===== src/rtl/sarcs_pkg.sv =====
// shared types, constants and the coverage function of the row coverage scan
package sarcs_pkg;

  localparam int MAX_ROW_WIDTH_DEF = 256;
  localparam int MIN_GAP_DEF       = 8;

  localparam int DELTA_W = 16;
  localparam int WSUM_W  = 24;
  localparam int ROW_W   = 10;
  localparam int XORG_W  = 10;
  localparam int COV_W   = 8;
  localparam int SPANX_W = 11;
  localparam int SLEN_W  = 9;
  localparam int GAP_W   = 4;

  // Q11 fixed point: 1.0 is 2048, even-odd period is 2.0
  localparam int Q11_ONE  = 2048;
  localparam int PERIOD_W = 12;
  localparam int MAG_W    = PERIOD_W + 1;
  localparam int ROUND_W  = 9;

  localparam int CFG_INDEX_W = 1;
  localparam int CFG_DATA_W  = 10;
  localparam logic [CFG_INDEX_W-1:0] CFG_FILL_MODE = 1'b0;
  localparam logic [CFG_INDEX_W-1:0] CFG_X_ORIGIN  = 1'b1;

  localparam int FIFO_DEPTH = 4;
  localparam int FIFO_PTR_W = $clog2(FIFO_DEPTH);
  localparam int FIFO_CNT_W = $clog2(FIFO_DEPTH + 1);

  typedef struct packed {
    logic               coverage_valid;
    logic [COV_W-1:0]   coverage_byte;
    logic               span_valid;
    logic [SPANX_W-1:0] span_x;
    logic [ROW_W-1:0]   span_y;
    logic [SLEN_W-1:0]  span_length;
    logic               last;
  } result_t;

  typedef struct packed {
    logic    valid;
    logic    two;
    result_t first;
    result_t second;
  } push_t;

  // winding sum to coverage byte, clamp or triangle fold, round, fold 256 to 255
  function automatic logic [COV_W-1:0] cover_byte(logic [WSUM_W-1:0] w, logic odd_rule);
    logic [WSUM_W-1:0]  mag;
    logic [MAG_W-1:0]   c;
    logic [ROUND_W-1:0] a;
    mag = w[WSUM_W-1] ? (~w + 1'b1) : w;
    if (mag > WSUM_W'(Q11_ONE)) begin
      if (!odd_rule) begin
        c = MAG_W'(Q11_ONE);
      end else begin
        c = {1'b0, mag[PERIOD_W-1:0]};
        if (c > MAG_W'(Q11_ONE)) begin
          c = MAG_W'(2 * Q11_ONE) - c;
        end
      end
    end else begin
      c = mag[MAG_W-1:0];
    end
    a = ROUND_W'((c + MAG_W'(4)) >> 3);
    return COV_W'(a - (a >> 8));
  endfunction

endpackage


===== src/rtl/signed_area_row_coverage_scan.sv =====
// signed-area row coverage scan: per-column coverage bytes and closed spans
//
// cell channel: one accumulator column per transfer (cell_valid / cell_stall),
// columns of a row in order, last_in_row on the final one.
// result channel: result_valid / result_stall. each column gives a coverage
// result; when a span closes (gap of MIN_GAP undeposited empty columns or row
// end) a span result follows it, and last marks the final result of a column.
// configuration: cfg_write with cfg_index 0 sets fill_mode, 1 sets x_origin;
// write only while no column is in flight.
// a taken column waits in the input register until the result queue has room,
// is then written into the queue and its first result is shown from there.
// throughput: one column per cycle while the result queue has room; a column
// that closes a span gives two results, which leave one at a time through the
// single result port behind the four-entry result queue.
// reset: rst clears the row state, registers and the result queue.
// when the receiver stalls the queue fills and cell_stall rises once the queue
// lacks room for two results; nothing is dropped.
module signed_area_row_coverage_scan #(
  parameter int MAX_ROW_WIDTH = sarcs_pkg::MAX_ROW_WIDTH_DEF,
  parameter int MIN_GAP       = sarcs_pkg::MIN_GAP_DEF
) (
  input  logic                                    clk,
  input  logic                                    rst,
  input  logic                                    cfg_write,
  input  logic [sarcs_pkg::CFG_INDEX_W-1:0]        cfg_index,
  input  logic [sarcs_pkg::CFG_DATA_W-1:0]         cfg_data,
  input  logic                                    cell_valid,
  output logic                                    cell_stall,
  input  logic signed [sarcs_pkg::DELTA_W-1:0]     cell_delta,
  input  logic                                    deposited,
  input  logic                                    last_in_row,
  input  logic        [sarcs_pkg::ROW_W-1:0]       row_y,
  output logic                                    result_valid,
  input  logic                                    result_stall,
  output logic                                    coverage_valid,
  output logic [sarcs_pkg::COV_W-1:0]              coverage_byte,
  output logic                                    span_valid,
  output logic [sarcs_pkg::SPANX_W-1:0]            span_x,
  output logic [sarcs_pkg::ROW_W-1:0]              span_y,
  output logic [sarcs_pkg::SLEN_W-1:0]             span_length,
  output logic                                    last
);

  logic                           fill_mode;
  logic [sarcs_pkg::XORG_W-1:0]   x_origin;
  logic                           room;
  sarcs_pkg::push_t               push;
  sarcs_pkg::result_t             result;

  always_ff @(posedge clk) begin
    if (rst) begin
      fill_mode <= 1'b0;
      x_origin  <= '0;
    end else if (cfg_write) begin
      case (cfg_index)
        sarcs_pkg::CFG_FILL_MODE: fill_mode <= cfg_data[0];
        sarcs_pkg::CFG_X_ORIGIN:  x_origin  <= cfg_data[sarcs_pkg::XORG_W-1:0];
        default: begin
        end
      endcase
    end
  end

  sarcs_scan #(
    .MAX_ROW_WIDTH (MAX_ROW_WIDTH),
    .MIN_GAP       (MIN_GAP)
  ) u_scan (
    .clk         (clk),
    .rst         (rst),
    .cell_valid  (cell_valid),
    .cell_stall  (cell_stall),
    .cell_delta  (cell_delta),
    .deposited   (deposited),
    .last_in_row (last_in_row),
    .row_y       (row_y),
    .fill_mode   (fill_mode),
    .x_origin    (x_origin),
    .room        (room),
    .push        (push)
  );

  sarcs_result_fifo u_result_fifo (
    .clk          (clk),
    .rst          (rst),
    .push         (push),
    .room         (room),
    .result_valid (result_valid),
    .result_stall (result_stall),
    .result       (result)
  );

  assign coverage_valid = result.coverage_valid;
  assign coverage_byte  = result.coverage_byte;
  assign span_valid     = result.span_valid;
  assign span_x         = result.span_x;
  assign span_y         = result.span_y;
  assign span_length    = result.span_length;
  assign last           = result.last;

endmodule


===== src/rtl/sarcs_scan.sv =====
// input register, row state and per-column coverage and span logic
module sarcs_scan #(
  parameter int MAX_ROW_WIDTH = sarcs_pkg::MAX_ROW_WIDTH_DEF,
  parameter int MIN_GAP       = sarcs_pkg::MIN_GAP_DEF
) (
  input  logic                                clk,
  input  logic                                rst,
  input  logic                                cell_valid,
  output logic                                cell_stall,
  input  logic signed [sarcs_pkg::DELTA_W-1:0] cell_delta,
  input  logic                                deposited,
  input  logic                                last_in_row,
  input  logic        [sarcs_pkg::ROW_W-1:0]   row_y,
  input  logic                                fill_mode,
  input  logic        [sarcs_pkg::XORG_W-1:0]  x_origin,
  input  logic                                room,
  output sarcs_pkg::push_t                    push
);

  localparam int COL_W = $clog2(MAX_ROW_WIDTH);
  localparam int EXT_W = sarcs_pkg::WSUM_W - sarcs_pkg::DELTA_W;

  logic                             item_valid;
  logic [sarcs_pkg::DELTA_W-1:0]    item_delta;
  logic                             item_dep;
  logic                             item_end;
  logic [sarcs_pkg::ROW_W-1:0]      item_row;

  logic [sarcs_pkg::WSUM_W-1:0]     wsum, wsum_next, wsum_sum;
  logic [COL_W-1:0]                 col, col_next;
  logic                             span_open, span_open_next;
  logic [COL_W-1:0]                 span_first, span_first_next;
  logic [COL_W-1:0]                 span_last, span_last_next;
  logic [sarcs_pkg::GAP_W-1:0]      run, run_next, run_inc;
  logic [sarcs_pkg::COV_W-1:0]      cov;
  logic                             closed;
  logic                             row_stop;
  logic                             advance;
  logic                             accept;

  assign advance    = item_valid && room;
  assign cell_stall = item_valid && !room;
  assign accept     = cell_valid && !cell_stall;

  always_ff @(posedge clk) begin
    if (rst) begin
      item_valid <= 1'b0;
    end else if (accept) begin
      item_valid <= 1'b1;
    end else if (advance) begin
      item_valid <= 1'b0;
    end
  end

  always_ff @(posedge clk) begin
    if (accept) begin
      item_delta <= cell_delta;
      item_dep   <= deposited;
      item_end   <= last_in_row;
      item_row   <= row_y;
    end
  end

  always_comb begin
    wsum_sum = item_dep ? (wsum + {{EXT_W{item_delta[sarcs_pkg::DELTA_W-1]}}, item_delta})
                        : wsum;
    cov      = sarcs_pkg::cover_byte(wsum_sum, fill_mode);
    run_inc  = run + 1'b1;
    wsum_next       = wsum_sum;
    col_next        = col;
    span_open_next  = span_open;
    span_first_next = span_first;
    span_last_next  = span_last;
    run_next        = run;
    closed          = 1'b0;

    if (cov != '0) begin
      if (!span_open) begin
        span_open_next  = 1'b1;
        span_first_next = col;
      end
      span_last_next = col;
      run_next       = '0;
    end else if (item_dep) begin
      run_next = '0;
    end else if (span_open) begin
      // undeposited empty column widens the gap
      if (run_inc >= sarcs_pkg::GAP_W'(MIN_GAP)) begin
        closed         = 1'b1;
        span_open_next = 1'b0;
        run_next       = '0;
      end else begin
        run_next = run_inc;
      end
    end

    row_stop = item_end || (col == COL_W'(MAX_ROW_WIDTH - 1));
    if (row_stop) begin
      if (span_open_next) begin
        closed = 1'b1;
      end
      span_open_next = 1'b0;
      run_next       = '0;
      wsum_next      = '0;
      col_next       = '0;
    end else begin
      col_next = col + 1'b1;
    end
  end

  always_ff @(posedge clk) begin
    if (rst) begin
      wsum       <= '0;
      col        <= '0;
      span_open  <= 1'b0;
      span_first <= '0;
      span_last  <= '0;
      run        <= '0;
    end else if (advance) begin
      wsum       <= wsum_next;
      col        <= col_next;
      span_open  <= span_open_next;
      span_first <= span_first_next;
      span_last  <= span_last_next;
      run        <= run_next;
    end
  end

  always_comb begin
    push.valid                 = advance;
    push.two                   = closed;
    push.first.coverage_valid  = 1'b1;
    push.first.coverage_byte   = cov;
    push.first.span_valid      = 1'b0;
    push.first.span_x          = '0;
    push.first.span_y          = '0;
    push.first.span_length     = '0;
    push.first.last            = !closed;
    push.second.coverage_valid = 1'b0;
    push.second.coverage_byte  = '0;
    push.second.span_valid     = 1'b1;
    push.second.span_x         = sarcs_pkg::SPANX_W'(x_origin)
                               + sarcs_pkg::SPANX_W'(span_first_next);
    push.second.span_y         = item_row;
    push.second.span_length    = sarcs_pkg::SLEN_W'(span_last_next)
                               - sarcs_pkg::SLEN_W'(span_first_next) + 1'b1;
    push.second.last           = 1'b1;
  end

endmodule


===== src/rtl/sarcs_result_fifo.sv =====
// small result queue taking up to two results a cycle and giving one
module sarcs_result_fifo (
  input  logic                clk,
  input  logic                rst,
  input  sarcs_pkg::push_t    push,
  output logic                room,
  output logic                result_valid,
  input  logic                result_stall,
  output sarcs_pkg::result_t  result
);

  sarcs_pkg::result_t                   mem [sarcs_pkg::FIFO_DEPTH];
  logic [sarcs_pkg::FIFO_PTR_W-1:0]     head;
  logic [sarcs_pkg::FIFO_PTR_W-1:0]     tail;
  logic [sarcs_pkg::FIFO_CNT_W-1:0]     count;
  logic [sarcs_pkg::FIFO_CNT_W-1:0]     push_n;
  logic                                 pop;

  assign result_valid = (count != '0);
  assign result       = mem[head];
  assign pop          = result_valid && !result_stall;
  // room for a full pair regardless of this cycle's pop
  assign room         = (count <= sarcs_pkg::FIFO_CNT_W'(sarcs_pkg::FIFO_DEPTH - 2));
  assign push_n       = !push.valid ? '0 : (push.two ? sarcs_pkg::FIFO_CNT_W'(2)
                                                     : sarcs_pkg::FIFO_CNT_W'(1));

  always_ff @(posedge clk) begin
    if (rst) begin
      head  <= '0;
      tail  <= '0;
      count <= '0;
    end else begin
      head  <= head + sarcs_pkg::FIFO_PTR_W'(pop);
      tail  <= tail + sarcs_pkg::FIFO_PTR_W'(push_n);
      count <= count + push_n - sarcs_pkg::FIFO_CNT_W'(pop);
    end
  end

  always_ff @(posedge clk) begin
    if (push.valid) begin
      mem[tail] <= push.first;
      if (push.two) begin
        mem[sarcs_pkg::FIFO_PTR_W'(tail + 1'b1)] <= push.second;
      end
    end
  end

endmodule


===== config.mk =====
export PLATFORM = sky130hd
export DESIGN_NAME = signed_area_row_coverage_scan
export DESIGN_NICKNAME = d
export VERILOG_FILES = /design/src/rtl/sarcs_pkg.sv /design/src/rtl/signed_area_row_coverage_scan.sv /design/src/rtl/sarcs_scan.sv /design/src/rtl/sarcs_result_fifo.sv
export SDC_FILE = /design/constraint.sdc
export NUM_CORES = 1
export LEC_CHECK = 0
export BUFFER_PORTS_ARGS = -buffer_cell sky130_fd_sc_hd__buf_2
export CAP_MARGIN = 25
export CORE_AREA = 4 4 138 239
export CTS_BUF_LIST = sky130_fd_sc_hd__clkbuf_2
export CTS_CLUSTER_DIAMETER = 200
export DETAILED_ROUTE_END_ITERATION = 8
export DIE_AREA = 0 0 142 243
export MAX_ROUTING_LAYER = met4
export PLACE_DENSITY = 0.67
export SLEW_MARGIN = 20
export SYNTH_ARGS = -nofsm -noshare
export SYNTH_HDL_FRONTEND = slang
export SYNTH_SLANG_ARGS = --single-unit

===== constraint.sdc =====
create_clock -name clk -period 12.05 [get_ports clk]
set_input_delay 2.41 -clock clk [delete_from_list [all_inputs] [get_ports clk]]
set_output_delay 2.41 -clock clk [all_outputs]
set_load 0.01 [all_outputs]

==> impl_results.md <==
- Status: finished clean
- Fillers: 2822
- Clk pin slew, worst setup/hold paths: 0.10 ns
- Final core occ: 53.4%
- Crit end category: flip-flop
- Num rows: 85
- Post-synth EDFFs: 148
- Later-pin clock latency in the skew report: 0.96 ns
- First-pass GRT wire length: 64000 um
- IO buf count: 86
- Tightest Pin Transition: a little under 1 ns
- HP Class: flip-flop to flip-flop
- Compound-cell area share of the yosys netlist: 15.9%
- Critical path's slowest cell: or4b_1
- Final Hold Fails: 0
- Cts hold-fix bufs: 0
- Residual DRC: 0
- Overall overflow remaining after global route: 0
- Commonest non-fill, non-tap cell in the layout: nor2_1
- Largest net degree at the start of global routing: 77
- Syn nets: between 1500 and 2000
- DRT antenna net count: 0
- DR pass1 iterations: 5
- Distinct cells, synth: 103
- Total number of vias: approximately 12000
- Largest family of logic cells by synthesized area: simple AND/OR/NAND/NOR gates
- Leading cell types in the layout, fill and taps excluded: 250 x nor2_1, 148 x edfxtp_1, 141 x nand2_1, 114 x dfxtp_1, 86 x buf_2
- Drt total wl: between 40000 and 50000 um
- Final nets: 1715
- Max incr delay on CP: 0.60 ns
- Adder-Cell Fraction of Synth Area: 5.16%
- Routed len/inst: 19.7 um
- Drt initial violations: 504
- Crit Path Class: flip-flop to flip-flop
- Max VDD drop: between 0.1 and 0.15 mV
- Final worst slack: 1.72 ns
- MaxCap Viol Count: 0
- Syn Std Cell Area: 15400 sq um
- Rel. slew slack: 35.1%
- Antenna violations before repair: 2
- H-tree levels: 2
- Post-synthesis simple-gate area fraction: 17.9%
- Mapped Cells: 1533
- Max Root-Sink Buffers: 3
- Vias in the first global route: between 10000 and 15000
- Gpl congestion: 0.970
- Die ar.: 34500 sq um
- Mean post-synth cell area: 10.0 sq um
- Final Critical Period: slightly above 10 ns
- Final Cycle Share: between 80 and 90%
- Max Clock Skew: 0.0744 ns
- Die Width: 142 um
- Main flop type after synthesis: edfxtp_1
- CTS buffer count: 59
- GRT Overall Usage: a little under a quarter
- Initial Util: 49.6%
- Post-Place Worst Slack: 1.83 ns
- Post-synth ARST share: 0%
- CTS tree: yes
- Synth warn: 0
- PwrDens: 156 nW/um^2
- Design area: between 15000 and 20000 sq um
- Post-DP Area: ~16000 sq um
- Max Slew Vio Count: 0
- Setup crit start kind: flip-flop
- I/O Pins: between 80 and 90
- Setup Buffers After CTS: 0
- Post-cts resize count: 0
- Max Freq: 0.0968 GHz
- Setup TNS Final: 0 ns
- Worst Path Arrival: 10.95 ns
- Post-synthesis mux area share: 9.23%
- CTS root buffer: clkbuf_2
- Vert. Die Dim: 243 um
- Fraction of layout cells with a size suffix above 1: about 18%
- XOR/XNOR Fraction of Synth Area: 3.47%
- Vias/cell: between 5 and 6
- RSZ-0062 raised after global routing: false
- CTS sink count: 264
- Worst endpoint required time: 12.67 ns
- Leakage: 6.36 nW
- Core area: 30900 sq um
- Area grow syn2layout: 7.61%
- Sequential share of the synthesized area: approximately 44%
- Final setup fails: 0
- CP Max Fanout: 49
- DP HPWL: 28500 um
- Yosys reg bits: 264
-- through the flow --
step           power, W  hold WS (ns)  std cells
3_5_place_dp    0.00202         0.440       1940
4_1_cts         0.00260         0.456       2048
5_1_grt         0.00273         0.484       2049
3_3_place_gp    0.00200         0.427       1939
6_report        0.00257         0.453       2049
2_1_floorplan   0.00176         0.417       1533
-- Yosys cell counts, types with 27 or more instances --
library cell	instances	area (sq um)
a21oi_1	83	415
clkbuf_1	45	169
dfxtp_1	116	2320
edfxtp_1	148	4440
ha_1	57	713
inv_1	48	180
mux2i_1	27	270
mux4_2	41	923
nand2_1	141	529
nand2b_1	29	181
nor2_1	250	938
nor3_1	32	160
o21ai_0	41	205
xnor2_1	34	298
-- worst max-delay path, delay by kind of cell (launching register included) --
kind	cells	cell delay (ns)
DFF	1	0.59
xor gates and xnor gates	3	0.56
AOI/OAI and AO/OA	16	2.93
buffers and inverters	6	1.69
adders and majority gates	3	0.90
and+or+nand+nor	12	2.89
muxes	1	0.38
-- sequential cells by signal, summed over array words and instances, names as in the netlist, 2 cells and up --
register	count
u_result_fifo.head	2
u_scan.col	8
u_scan.span_first	8
u_scan.item_delta	16
u_scan.item_row	10
u_result_fifo.count	3
x_origin	10
u_result_fifo.mem	164
u_result_fifo.tail	2
u_scan.span_last	8
u_scan.run	4
u_scan.wsum	24
-- metal layers --
layer / routed length, um / track usage, %
met1: 14400 / 23.4
met2: 22100 / 44.3
met3: 1700 / 2.91
met4: 2220 / 12.7
met5: 0 / -
-- final cells by class --
cell class | count | area, sq um | share of cell area, %
timing repair buffer | 107 | 588 | 3.56
sequential | 264 | 6770 | 40.9
tap | 391 | 489 | 2.96
inverter | 48 | 180 | 1.09
antenna | 1 | 2.50 | 0.0151
multi-input combinational | 1130 | 7950 | 48.1
clock inverter | 24 | 138 | 0.832
clock buffer | 84 | 420 | 2.54
-- report_power, final --
group	total [W]	switching [W]	internal, W
clock	0.000577	0.000362	0.000214
sequential	0.00113	0.0000582	0.00107
combinational	0.000867	0.000505	0.000362
total	0.00257	0.000926	0.00165
-- worst paths after layout --
kind | cells after the start | slack (ns) | startpoint | to
setup / recovery | 41 | 1.72 | u_scan.item_dep | u_result_fifo.mem[0][9]
hold / removal | 2 | 0.45 | u_result_fifo.mem[0][31] | u_result_fifo.mem[0][31]
setup reg to reg | 41 | 1.72 | u_scan.item_dep | u_result_fifo.mem[0][9]
hold reg to reg | 2 | 0.45 | u_result_fifo.mem[0][31] | u_result_fifo.mem[0][31]
-- kinds of logic after synthesis --
kind of cell | Yosys count
XOR/XNOR | 60
adder cells (fa/ha/maj) | 61
buffers and inverters | 139
multiplexers | 88
AND/OR/NAND/NOR | 592
AO/OA/AOI/OAI | 329
flip-flops | 264
No activity file was read; power rests on OpenSTA's default activity.
